`src/sv/apsp_pkg.sv`:
```
// Shared types and constants for the all-pairs shortest path next hop unit.
`default_nettype none

package apsp_pkg;

    localparam int MAX_TOKENS_DEF = 64;
    localparam int CMD_W          = 2;
    localparam int NODE_W         = 6;
    localparam int TC_W           = 7;
    localparam int OUT_DIST_W     = 7;

    typedef enum logic [1:0] {
        CMD_START   = 2'd0,
        CMD_EDGE    = 2'd1,
        CMD_CLOSURE = 2'd2,
        CMD_QUERY   = 2'd3
    } t_cmd;

    typedef enum logic [3:0] {
        S_INIT,
        S_IDLE,
        S_CLEAR,
        S_EDGE_FWD,
        S_EDGE_REV,
        S_QUERY_RD,
        S_IK_RD,
        S_IK_CHK,
        S_J_RD,
        S_J_WR,
        S_FINISH
    } t_state;

    typedef enum logic [1:0] {
        RD_NONE,
        RD_QUERY,
        RD_IK,
        RD_J
    } t_rd_sel;

    typedef enum logic [2:0] {
        WR_NONE,
        WR_FWD,
        WR_REV,
        WR_CLEAR,
        WR_RELAX
    } t_wr_sel;

    typedef struct packed {
        logic    accept;
        logic    clr_i;
        logic    inc_i;
        logic    clr_j;
        logic    inc_j;
        logic    clr_k;
        logic    inc_k;
        logic    latch_ik;
        logic    load_result;
        t_rd_sel rd_sel;
        t_wr_sel wr_sel;
    } t_dp_cmd;

    typedef struct packed {
        logic in_bad;
        logic i_last;
        logic j_last;
        logic k_last;
        logic i_eq_k;
        logic j_eq_k;
        logic dik_unreach;
        logic relax;
        logic slot_free;
    } t_dp_stat;

endpackage

`default_nettype wire

```
`src/sv/apsp_ctrl.sv`:
```
// Controller state machine that sequences clearing, edge loads, queries and the closure.
`default_nettype none

module apsp_ctrl (
    input  wire logic                       i_clk,
    input  wire logic                       i_rst_n,
    input  wire logic                       i_valid,
    output logic                            o_ready,
    input  wire logic [apsp_pkg::CMD_W-1:0] i_cmd,
    input  wire apsp_pkg::t_dp_stat         i_stat,
    output apsp_pkg::t_dp_cmd               o_cmd
);

    apsp_pkg::t_state r_state;
    apsp_pkg::t_state n_state;
    apsp_pkg::t_state w_adv_i_state;

    always_ff @(posedge i_clk) begin
        if (!i_rst_n) begin
            r_state <= apsp_pkg::S_INIT;
        end else begin
            r_state <= n_state;
        end
    end

    assign w_adv_i_state = (i_stat.i_last && i_stat.k_last) ? apsp_pkg::S_FINISH
                                                             : apsp_pkg::S_IK_RD;

    always_comb begin
        n_state = r_state;
        case (r_state)
            apsp_pkg::S_INIT: begin
                n_state = apsp_pkg::S_IDLE;
            end
            apsp_pkg::S_IDLE: begin
                if (i_valid) begin
                    case (apsp_pkg::t_cmd'(i_cmd))
                        apsp_pkg::CMD_START: begin
                            n_state = apsp_pkg::S_CLEAR;
                        end
                        apsp_pkg::CMD_EDGE: begin
                            n_state = i_stat.in_bad ? apsp_pkg::S_FINISH
                                                    : apsp_pkg::S_EDGE_FWD;
                        end
                        apsp_pkg::CMD_CLOSURE: begin
                            n_state = apsp_pkg::S_IK_RD;
                        end
                        apsp_pkg::CMD_QUERY: begin
                            n_state = i_stat.in_bad ? apsp_pkg::S_FINISH
                                                    : apsp_pkg::S_QUERY_RD;
                        end
                        default: begin
                            n_state = apsp_pkg::S_IDLE;
                        end
                    endcase
                end
            end
            apsp_pkg::S_CLEAR: begin
                if (i_stat.i_last && i_stat.j_last) begin
                    n_state = apsp_pkg::S_FINISH;
                end
            end
            apsp_pkg::S_EDGE_FWD: begin
                n_state = apsp_pkg::S_EDGE_REV;
            end
            apsp_pkg::S_EDGE_REV: begin
                n_state = apsp_pkg::S_FINISH;
            end
            apsp_pkg::S_QUERY_RD: begin
                n_state = apsp_pkg::S_FINISH;
            end
            apsp_pkg::S_IK_RD: begin
                n_state = i_stat.i_eq_k ? w_adv_i_state : apsp_pkg::S_IK_CHK;
            end
            apsp_pkg::S_IK_CHK: begin
                n_state = i_stat.dik_unreach ? w_adv_i_state : apsp_pkg::S_J_RD;
            end
            apsp_pkg::S_J_RD: begin
                if (!i_stat.j_eq_k) begin
                    n_state = apsp_pkg::S_J_WR;
                end else if (i_stat.j_last) begin
                    n_state = w_adv_i_state;
                end
            end
            apsp_pkg::S_J_WR: begin
                n_state = i_stat.j_last ? w_adv_i_state : apsp_pkg::S_J_RD;
            end
            apsp_pkg::S_FINISH: begin
                if (i_stat.slot_free) begin
                    n_state = apsp_pkg::S_IDLE;
                end
            end
            default: begin
                n_state = apsp_pkg::S_IDLE;
            end
        endcase
    end

    always_comb begin
        o_cmd   = '0;
        o_ready = 1'b0;
        case (r_state)
            apsp_pkg::S_INIT: begin
                o_cmd.wr_sel = apsp_pkg::WR_CLEAR;
            end
            apsp_pkg::S_IDLE: begin
                o_ready = 1'b1;
                if (i_valid) begin
                    o_cmd.accept = 1'b1;
                    o_cmd.clr_i  = 1'b1;
                    o_cmd.clr_j  = 1'b1;
                    o_cmd.clr_k  = 1'b1;
                end
            end
            apsp_pkg::S_CLEAR: begin
                o_cmd.wr_sel = apsp_pkg::WR_CLEAR;
                if (i_stat.j_last) begin
                    o_cmd.clr_j = 1'b1;
                    o_cmd.inc_i = 1'b1;
                end else begin
                    o_cmd.inc_j = 1'b1;
                end
            end
            apsp_pkg::S_EDGE_FWD: begin
                o_cmd.wr_sel = apsp_pkg::WR_FWD;
            end
            apsp_pkg::S_EDGE_REV: begin
                o_cmd.wr_sel = apsp_pkg::WR_REV;
            end
            apsp_pkg::S_QUERY_RD: begin
                o_cmd.rd_sel = apsp_pkg::RD_QUERY;
            end
            apsp_pkg::S_IK_RD: begin
                if (i_stat.i_eq_k) begin
                    o_cmd.clr_i = i_stat.i_last;
                    o_cmd.inc_k = i_stat.i_last;
                    o_cmd.inc_i = !i_stat.i_last;
                end else begin
                    o_cmd.rd_sel = apsp_pkg::RD_IK;
                end
            end
            apsp_pkg::S_IK_CHK: begin
                if (i_stat.dik_unreach) begin
                    o_cmd.clr_i = i_stat.i_last;
                    o_cmd.inc_k = i_stat.i_last;
                    o_cmd.inc_i = !i_stat.i_last;
                end else begin
                    o_cmd.latch_ik = 1'b1;
                    o_cmd.clr_j    = 1'b1;
                end
            end
            apsp_pkg::S_J_RD: begin
                if (!i_stat.j_eq_k) begin
                    o_cmd.rd_sel = apsp_pkg::RD_J;
                end else if (i_stat.j_last) begin
                    o_cmd.clr_i = i_stat.i_last;
                    o_cmd.inc_k = i_stat.i_last;
                    o_cmd.inc_i = !i_stat.i_last;
                end else begin
                    o_cmd.inc_j = 1'b1;
                end
            end
            apsp_pkg::S_J_WR: begin
                if (i_stat.relax) begin
                    o_cmd.wr_sel = apsp_pkg::WR_RELAX;
                end
                if (i_stat.j_last) begin
                    o_cmd.clr_i = i_stat.i_last;
                    o_cmd.inc_k = i_stat.i_last;
                    o_cmd.inc_i = !i_stat.i_last;
                end else begin
                    o_cmd.inc_j = 1'b1;
                end
            end
            apsp_pkg::S_FINISH: begin
                o_cmd.load_result = i_stat.slot_free;
            end
            default: begin
                o_cmd = '0;
            end
        endcase
    end

endmodule

`default_nettype wire

```
`config.mk`:
```
export PLATFORM = sky130hd
export DESIGN_NAME = apsp_ctrl
export DESIGN_NICKNAME = d
export VERILOG_FILES = /design/src/sv/apsp_pkg.sv /design/src/sv/apsp_ctrl.sv
export SDC_FILE = /design/constraint.sdc
export NUM_CORES = 1
export LEC_CHECK = 0
export BUFFER_PORTS_ARGS = -buffer_cell sky130_fd_sc_hd__clkbuf_2
export CAP_MARGIN = 40
export CORE_MARGIN = 1
export CORE_UTILIZATION = 28
export DETAILED_ROUTE_END_ITERATION = 10
export PLACE_DENSITY = 0.52
export SYNTH_ARGS = -nofsm -noshare
export SYNTH_HDL_FRONTEND = slang
export SYNTH_SLANG_ARGS = --single-unit
```
`constraint.sdc`:
```
create_clock -name i_clk -period 1.6 [get_ports i_clk]
set_input_delay 0.16 -clock i_clk [delete_from_list [all_inputs] [get_ports i_clk]]
set_output_delay 0.16 -clock i_clk [all_outputs]
set_load 0.01 [all_outputs]
```
==> summary by stage, run 1 <==
Critical path
Counting cells, the worst reg-to-reg path comes to 7. The element type at the critical path end is a primary output. The end of the worst register-to-register path is r_state[1]$_SDFFE_PN0P_.

The setup path with the least slack is of type flip-flop to primary output. The largest incremental delay on the critical path is 0.34 ns. The reg2reg setup slack is 0.03 ns. Of all nets on the critical path, the largest fanout is 9. The number of buffers and inverters on the critical path is 3. The startpoint of the worst-slack reg-to-reg timing path is r_state[0]$_SDFFE_PN0P_.

The arrival time of the worst setup path is between 1 and 1.5 ns. STA puts the critical path data required time at 1.44 ns. Traced cell by cell, the critical path runs through buf_8 > buf_4 > or2_1 > o21bai_1 > clkbuf_2.

The startpoint type of the worst setup path is a flip-flop. The cell class contributing the biggest share of worst-path delay is buffers and inverters. The cell type of the slowest stage on the worst timing path is dfxtp_2.

Timing
The slew at the pin closest to its max-slew limit is 0.358 ns. Setup violations remaining at the end of the flow were counted as 3. The fraction of the cycle the final worst path needs is 1.02.

Setup repair after global routing could not meet its margin everywhere. Clock skew on the completed layout was measured at about 0.0085 ns. The max-slew violation count came to 0. The setup TNS is -0.0945 ns.

The number of hold-slack violations in the final timing report is 0. The maximum clock rate is 0.611 GHz. After layout, the worst setup slack is -0.0362 ns. The shortest period the worst path allows is 1.64 ns.

The tightest slew margin relative to the limit is 0.758.

Route
After detailed routing, the average wire length per cell comes to ~15 µm. Once detail routing completed, the nets flagged for antenna violations numbered 0. The routed wire length is between 2000 and 3000 µm. The routed layout has just under 1000 vias.

In the routed design, unresolved DRC markers number 0. The first detailed-routing pass took 4 iterations. The detailed router finished its first iteration with 54 violations. The detailed-route vias per instance is 5.69.

Logic synthesis
Yosys mapped a number of flops with a built-in enable equal to 0. In this run the cell area of the synthesized design comes to a little over 700 µm². The synthesized area per cell is roughly 7.5 µm². The primary flip-flop cell chosen by synthesis mapping is dfxtp_1.

The sequential cell area fraction in the yosys report is 0.113. In the synthesized netlist the async set-or-reset flop fraction comes to 0. By area the synthesized netlist is led by dfxtp_1, buf_6, nand2_1, nor2b_1, mux2i_1.

The top cell type's share of synthesized area is 0.113. The total number of yosys warnings is 0. The synthesized design spends more area on one cell type than any other, namely dfxtp_1. Yosys mapped the design onto between 40 and 50 distinct sky130hd cell types.

Counting every instance in the synthesized netlist gives 95. The net count of the mapped netlist is roughly 110. Counting flops and latches in the post-synthesis netlist gives 4.

Finish
The repair_antennas step left the layout with diodes totalling 0. The layout filler cell count is 243. The register with the most flip-flops in the layout has 4 of them. The largest registers in the layout are r_state (4). After the last flow step, the layout net total stands at around 160.

Compared with the post-synthesis result, the final layout area differs by 51.8%. The register bank with the most flops is r_state. In the final layout, the share of cells above drive strength 1 is 0.511.

Power and ir drop
IR analysis of the VDD net gives a maximum drop of approximately 0.45 mV. The design draws between 0.9 and 1 mW. For this design the static power due to leakage is between 0.5 and 0.6 nW.

Dividing total power by cell area gives a power density of 856 nW/µm².

CTS
The tree is rooted in a clkbuf_4. The number of clock buffers added by TritonCTS is 3. The clock latency reported for the late side of the worst-skew pair is 0.25 ns.

In this run the number of H-tree levels came out at 1. The maximum clock insertion buffer count is 2. The count of clock tree sinks is 4. The clock transition at the register clock pins on the worst setup and hold paths after CTS is ~0.05 ns. TritonCTS built the clock tree.

Place
The count of buffers added on input and output ports is 28. The congestion estimate from routability-driven global placement came to a little over 0.9. The final HPWL from detailed placement is around 1900 µm.

Hold path
The worst hold path belongs to the class input pin to flip-flop. In this run the most critical hold path is launched from i_rst_n. The cell depth of the worst min-delay path is 2. The path with the worst hold slack has its endpoint at r_state[1]$_SDFFE_PN0P_.

Floorplanning
The die is between 50 and 60 µm tall. The initialized floorplan defines 17 standard-cell rows. The floorplan step set the die width to approximately 52 µm. The starting density of the core is 0.308.

The floorplan die area is between 2000 and 3000 µm². The core region is ~2300 µm². 29 I/O pins were placed.

Outcome
The run finished, with violations left. The checks that failed: setup timing.

GRT
Across every metal layer, demand over resource in global routing totals 0.206. The via count of the first global-routing pass was 916. The overflow left after global routing is 0.

The pin count of the biggest net entering global routing is 11. The first global-routing pass estimated 4170 µm of wire. The number of antenna violations at the first check in global routing is 0.

Job
The number of maximum-capacitance constraint violations is 0.
-- worst max-delay path by stage --
stage / depth (start not counted) / slack [ns] / end / start
floorplan: 4 / 0.14 / o_cmd[10] / r_state[2]$_SDFFE_PN0P_
global placement: 6 / 0.04 / r_state[1]$_SDFFE_PN0P_ / r_state[1]$_SDFFE_PN0P_
detailed placement: 6 / 0.05 / r_state[1]$_SDFFE_PN0P_ / r_state[1]$_SDFFE_PN0P_
CTS: 5 / -0.04 / o_cmd[4] / r_state[2]$_SDFFE_PN0P_
global route: 5 / -0.11 / o_cmd[10] / r_state[2]$_SDFFE_PN0P_
finish: 5 / -0.04 / o_cmd[10] / r_state[3]$_SDFFE_PN0P_
-- layout by cell type, fill, tap and decap left out, drive strengths merged, types with 4 or more instances in the layout --
cell type / synthesis / final
a21oi: 5 / 5
and3: 4 / 4
dfxtp: 4 / 4
buf: 8 / 27
nor2b: 5 / 5
nand2: 15 / 15
nor2: 8 / 8
o21ai: 5 / 5
clkbuf: 0 / 27
nand2b: 4 / 4
-- kinds of logic (layout without fill, tap and decap cells) --
logic type,after synthesis,after routing,synth area share
buf+inv,9,55,0.113
compound gates,32,32,0.380
flops,4,4,0.113
simple gates,47,47,0.352
mux,3,3,0.0424
-- per-stage QoR --
step	util	hold WS (ns)	area, µm²	setup slack (ns)	instances
finish	0.468	0.168	1070	-0.0362	169
floorplan	-	0.291	708	0.141	95
CTS	0.450	0.166	1030	-0.0407	167
global placement	0.396	0.436	910	0.0391	155
global route	0.468	0.181	1070	-0.113	169
detailed placement	0.396	0.430	910	0.0482	155
-- power by group --
part,total [mW],switching [mW],internal (mW)
logic,0.637,0.314,0.322
clock network,0.139,0.0545,0.0848
registers,0.144,0.0234,0.120
total,0.920,0.392,0.527
-- cell type report --
type	instances	area, µm²	share of cell area
Multi-Input combinational cell	82	584	0.544
Clock buffer	3	22.5	0.0210
Sequential cell	4	90.1	0.0838
Tap cell	28	35.0	0.0326
Inverter	1	6.26	0.00582
Timing Repair Buffer	51	337	0.313
-- per-layer routing --
| metal | wire [µm] | GRT usage |
|---|---|---|
| met5 | 0 | 0 |
| met3 | 229 | 0.0377 |
| met4 | 89 | 0.114 |
| met2 | 1170 | 0.312 |
| met1 | 1080 | 0.269 |
-- synthesized netlist by cell type (all sizes together), types with 2 or more instances --
cell type   n
o22a        2
dfxtp       4
mux2i       3
a21oi       5
a2111oi     2
nor2        8
nor3        3
nand2      15
and3        4
or2         3
nor2b       5
nand2b      4
buf         8
o32a        3
o21ai       5
a31oi       2
-- what timing repair did --
item / 4_1_cts / 5_1_grt
gates resized for setup: 12 / 11
setup buffers: 9 / 2
hold buffers: 0 / 0
pin swaps: 4 / 4
endpoints found under the setup margin: 11 / 10
No activity file was read; power rests on OpenSTA's default activity.
==> run 2, diff against run 1 <==
--- a/config.mk
+++ b/config.mk
@@ -14,3 +14,4 @@
 export SYNTH_ARGS = -nofsm -noshare
 export SYNTH_HDL_FRONTEND = slang
 export SYNTH_SLANG_ARGS = --single-unit
+export TNS_END_PERCENT = 20
==> run 2 against run 1 <==
The flow still finishes with violations (setup timing). Count of clock-buffer cells in the layout unchanged. Worst setup slack better by 0.0054 ns. Fmax increased by 0.33%. Critical path depth grew 1. Sequential cell count unchanged. Global-route usage unchanged. Non-clock buffer count decreased by 2. Wire length fell by 2.8%. Clock skew is 0.0011 ns lower. Combinational power is 6.4% lower. Clock power about the same. Core utilization fell by 1.1 points.
==> summary by stage, run 2 (synthesis results as in run 1) <==
GRT
The first-pass GRT wire length was 4170 µm (unchanged). The overflow left after global routing is 0 (unchanged). The via count of the first global-routing pass was 916 (unchanged).

The pin count of the biggest net entering global routing is 11 (unchanged). The number of antenna violations at the first check in global routing came to 0 (unchanged). The global-route total usage across every layer is 0.206 (unchanged).

Route
The routed wire length on met3 is 235 µm (+2.6%). The residual antenna-violating net count after detailed routing is 0 (unchanged). The highest metal layer carrying signal wires in the routed design is met4. The number of iterations in the first detailed-routing pass is 4 (unchanged). The detailed-routing wirelength on met1 is 1070 µm (-0.74%). The detailed-route vias per instance came to 5.82 (+2.4%). The routed length on met2 came to 1100 µm (-6.0%). The number of remaining DRC errors is 0 (unchanged). The average wire length per cell after detail routing came to 15.0 µm (-1.7%). The vias after detailed routing came to 972 (+1.1%). The initial DRC count is 28 (-48%).

The routed wire length is 2500 µm (-2.8%).

Timing
The shortest period the worst path allows is 1.63 ns (-0.00542 ns). The number of hold-slack violations in the final timing report is 0 (unchanged). The setup clock skew after layout is 0.00735 ns (-0.00115 ns). The slew at the pin closest to its max-slew limit was 0.360 ns (+0.00197 ns). The fraction of the cycle the final worst path needs is 1.02 (-0.00338). The least setup slack across all paths after layout is -0.0307 ns (+0.00542 ns). The max-slew violation count is 0 (unchanged).

The count of endpoints failing setup in the final report is 3 (unchanged). The worst hold margin is 0.170 ns (+0.00229 ns). Setup repair after global routing could not meet its margin everywhere. The maximum clock rate is 0.613 GHz (+0.33%). The tightest slew margin relative to the limit is 0.757 (-0.00133).

Finish
The area added between synthesis and finish is 48.1%. The flip-flop count of the largest register, all copies and words added was 4 (unchanged). The layout filler cell count is 242 (-0.41%). The register with the most flip-flops in the final layout is r_state.

The share of final-layout standard cells stronger than drive strength 1 came to 0.496 (-0.0142). The number of nets in the layout is 155 (-1.3%). The largest registers in the layout are r_state (4).

The library cell used most frequently in the layout, excluding fill and tap cells, is clkbuf_2. The fraction of the core area covered by cells at the end of the flow came to 0.456 (-0.0114). The number of diodes is 0 (unchanged). Leaving out fill and tap cells, the most frequent cells in the layout are clkbuf_2, buf_4, nand2_1.

Outcome
The checks that failed: setup timing. The run finished, with violations left.

Floorplanning
The starting density of the core is 0.308 (unchanged). The die extent in y is 52.3 µm (unchanged). The number of cell rows is 17 (unchanged).

The floorplan die area is 2730 µm² (unchanged). The core region area is 2300 µm² (unchanged). The number of placed I/O pins is 29 (unchanged). The chip width is 52.3 µm (unchanged).

CTS
The clock latency reported for the late side of the worst-skew pair is 0.25 ns (about the same). The TritonCTS buffer count was 3 (unchanged). The clock root buffer master is clkbuf_4.

The number of buffers inserted for hold repair after clock tree synthesis is 0 (unchanged). The clock transition at the register clock pins on the worst setup and hold paths after CTS came to 0.05 ns (about the same). The count of clock tree sinks is 4 (unchanged). TritonCTS built the clock tree. The depth of the CTS H-tree is 1 (unchanged). The maximum clock insertion buffer count is 2 (unchanged).

Critical path
On the critical path, the stage with the largest delay is an instance of dfxtp_2. The number of cell instances on the worst register-to-register path was 7 (unchanged). The arrival time of the worst setup path came to 1.47 ns (about the same).

The element type at the critical path end is a primary output. The count of cell instances traversed by the critical path is 6 (+1). The critical path goes through and2b_1 > nand2_2 > o32ai_2 > and2_1 > or2_1 > clkbuf_2. The reg2reg setup slack is 0.01 ns (-0.02 ns). The cell class contributing the biggest share of worst-path delay is simple AND/OR/NAND/NOR gates. The number of buffers and inverters on the critical path is 1 (-2). The data required time of the worst path is 1.44 ns (about the same). The largest driver fanout on the critical path is 3 (-6). The startpoint type of the worst setup path is a flip-flop. The largest incremental delay on the critical path was 0.36 ns (+0.02 ns). The setup path with the least slack is of type flip-flop to primary output.

Power and ir drop
The worst supply voltage drop on vdd is 0.447 mV (-1.0%). The power density over cell area is 837 nW/µm² (-2.2%). The leakage power summed over all cells is 0.495 nW (-2.4%).

Place
The routability-driven placement congestion ratio was 0.927 (unchanged). The number of port buffers is 28 (unchanged). The final HPWL from detailed placement came to 1900 µm (unchanged).

Hold path
The cell depth of the worst min-delay path is 2 (unchanged). The worst min-delay path class is input pin to flip-flop.

Job
The number of maximum-capacitance constraint violations came to 0 (unchanged).
[run 2: repair_timing]
| item | in CTS | in global routing |
|---|---|---|
| buffers inserted | 9 | 0 |
| gates resized for setup | 12 | 8 |
| setup endpoints to repair | 11 | 10 |
| pin swaps | 4 | 2 |
[run 2: per-layer routing]
metal | track usage | vias to the layer above
li1 | - | 451
met1 | 0.269 | 447
met2 | 0.312 | 63
met3 | 0.0377 | 11
met4 | 0.114 | 0
met5 | 0 | -
[run 2: path summary, 6_finish.rpt]
kind | from | to
min reg2reg | r_state[1]$_SDFFE_PN0P_ | r_state[0]$_SDFFE_PN0P_
min | i_rst_n | r_state[1]$_SDFFE_PN0P_
max reg2reg | r_state[3]$_SDFFE_PN0P_ | r_state[1]$_SDFFE_PN0P_
max | r_state[3]$_SDFFE_PN0P_ | o_cmd[12]
[run 2: power breakdown]
part | internal (mW) | leakage, nW | switching (mW)
combinational | 0.294 | 0.446 | 0.302
sequential | 0.120 | 0.0349 | 0.0233
clock | 0.0847 | 0.0138 | 0.0530
total | 0.500 | 0.495 | 0.378
[run 2: final cells by class]
type	instances	area, µm²	share of cell area
Clock buffer	3	22.5	0.0215
Inverter	1	6.26	0.00597
Multi-Input combinational cell	82	577	0.550
Sequential cell	4	90.1	0.0859
Tap cell	28	35.0	0.0334
Timing Repair Buffer	49	318	0.303
[run 2: per-stage QoR]
| stage | TNS, ns | std cells | area (µm²) | power (mW) | worst slack [ns] |
|---|---|---|---|---|---|
| finish | -0.0879 | 167 | 1050 | 0.878 | -0.0307 |
| floorplan | 0 | 95 | 708 | 0.487 | 0.141 |
| detailed placement | 0 | 155 | 910 | 0.651 | 0.0482 |
| global placement | 0 | 155 | 910 | 0.654 | 0.0391 |
| CTS | -0.114 | 167 | 1030 | 0.863 | -0.0407 |
| global route | -0.444 | 167 | 1050 | 0.938 | -0.113 |
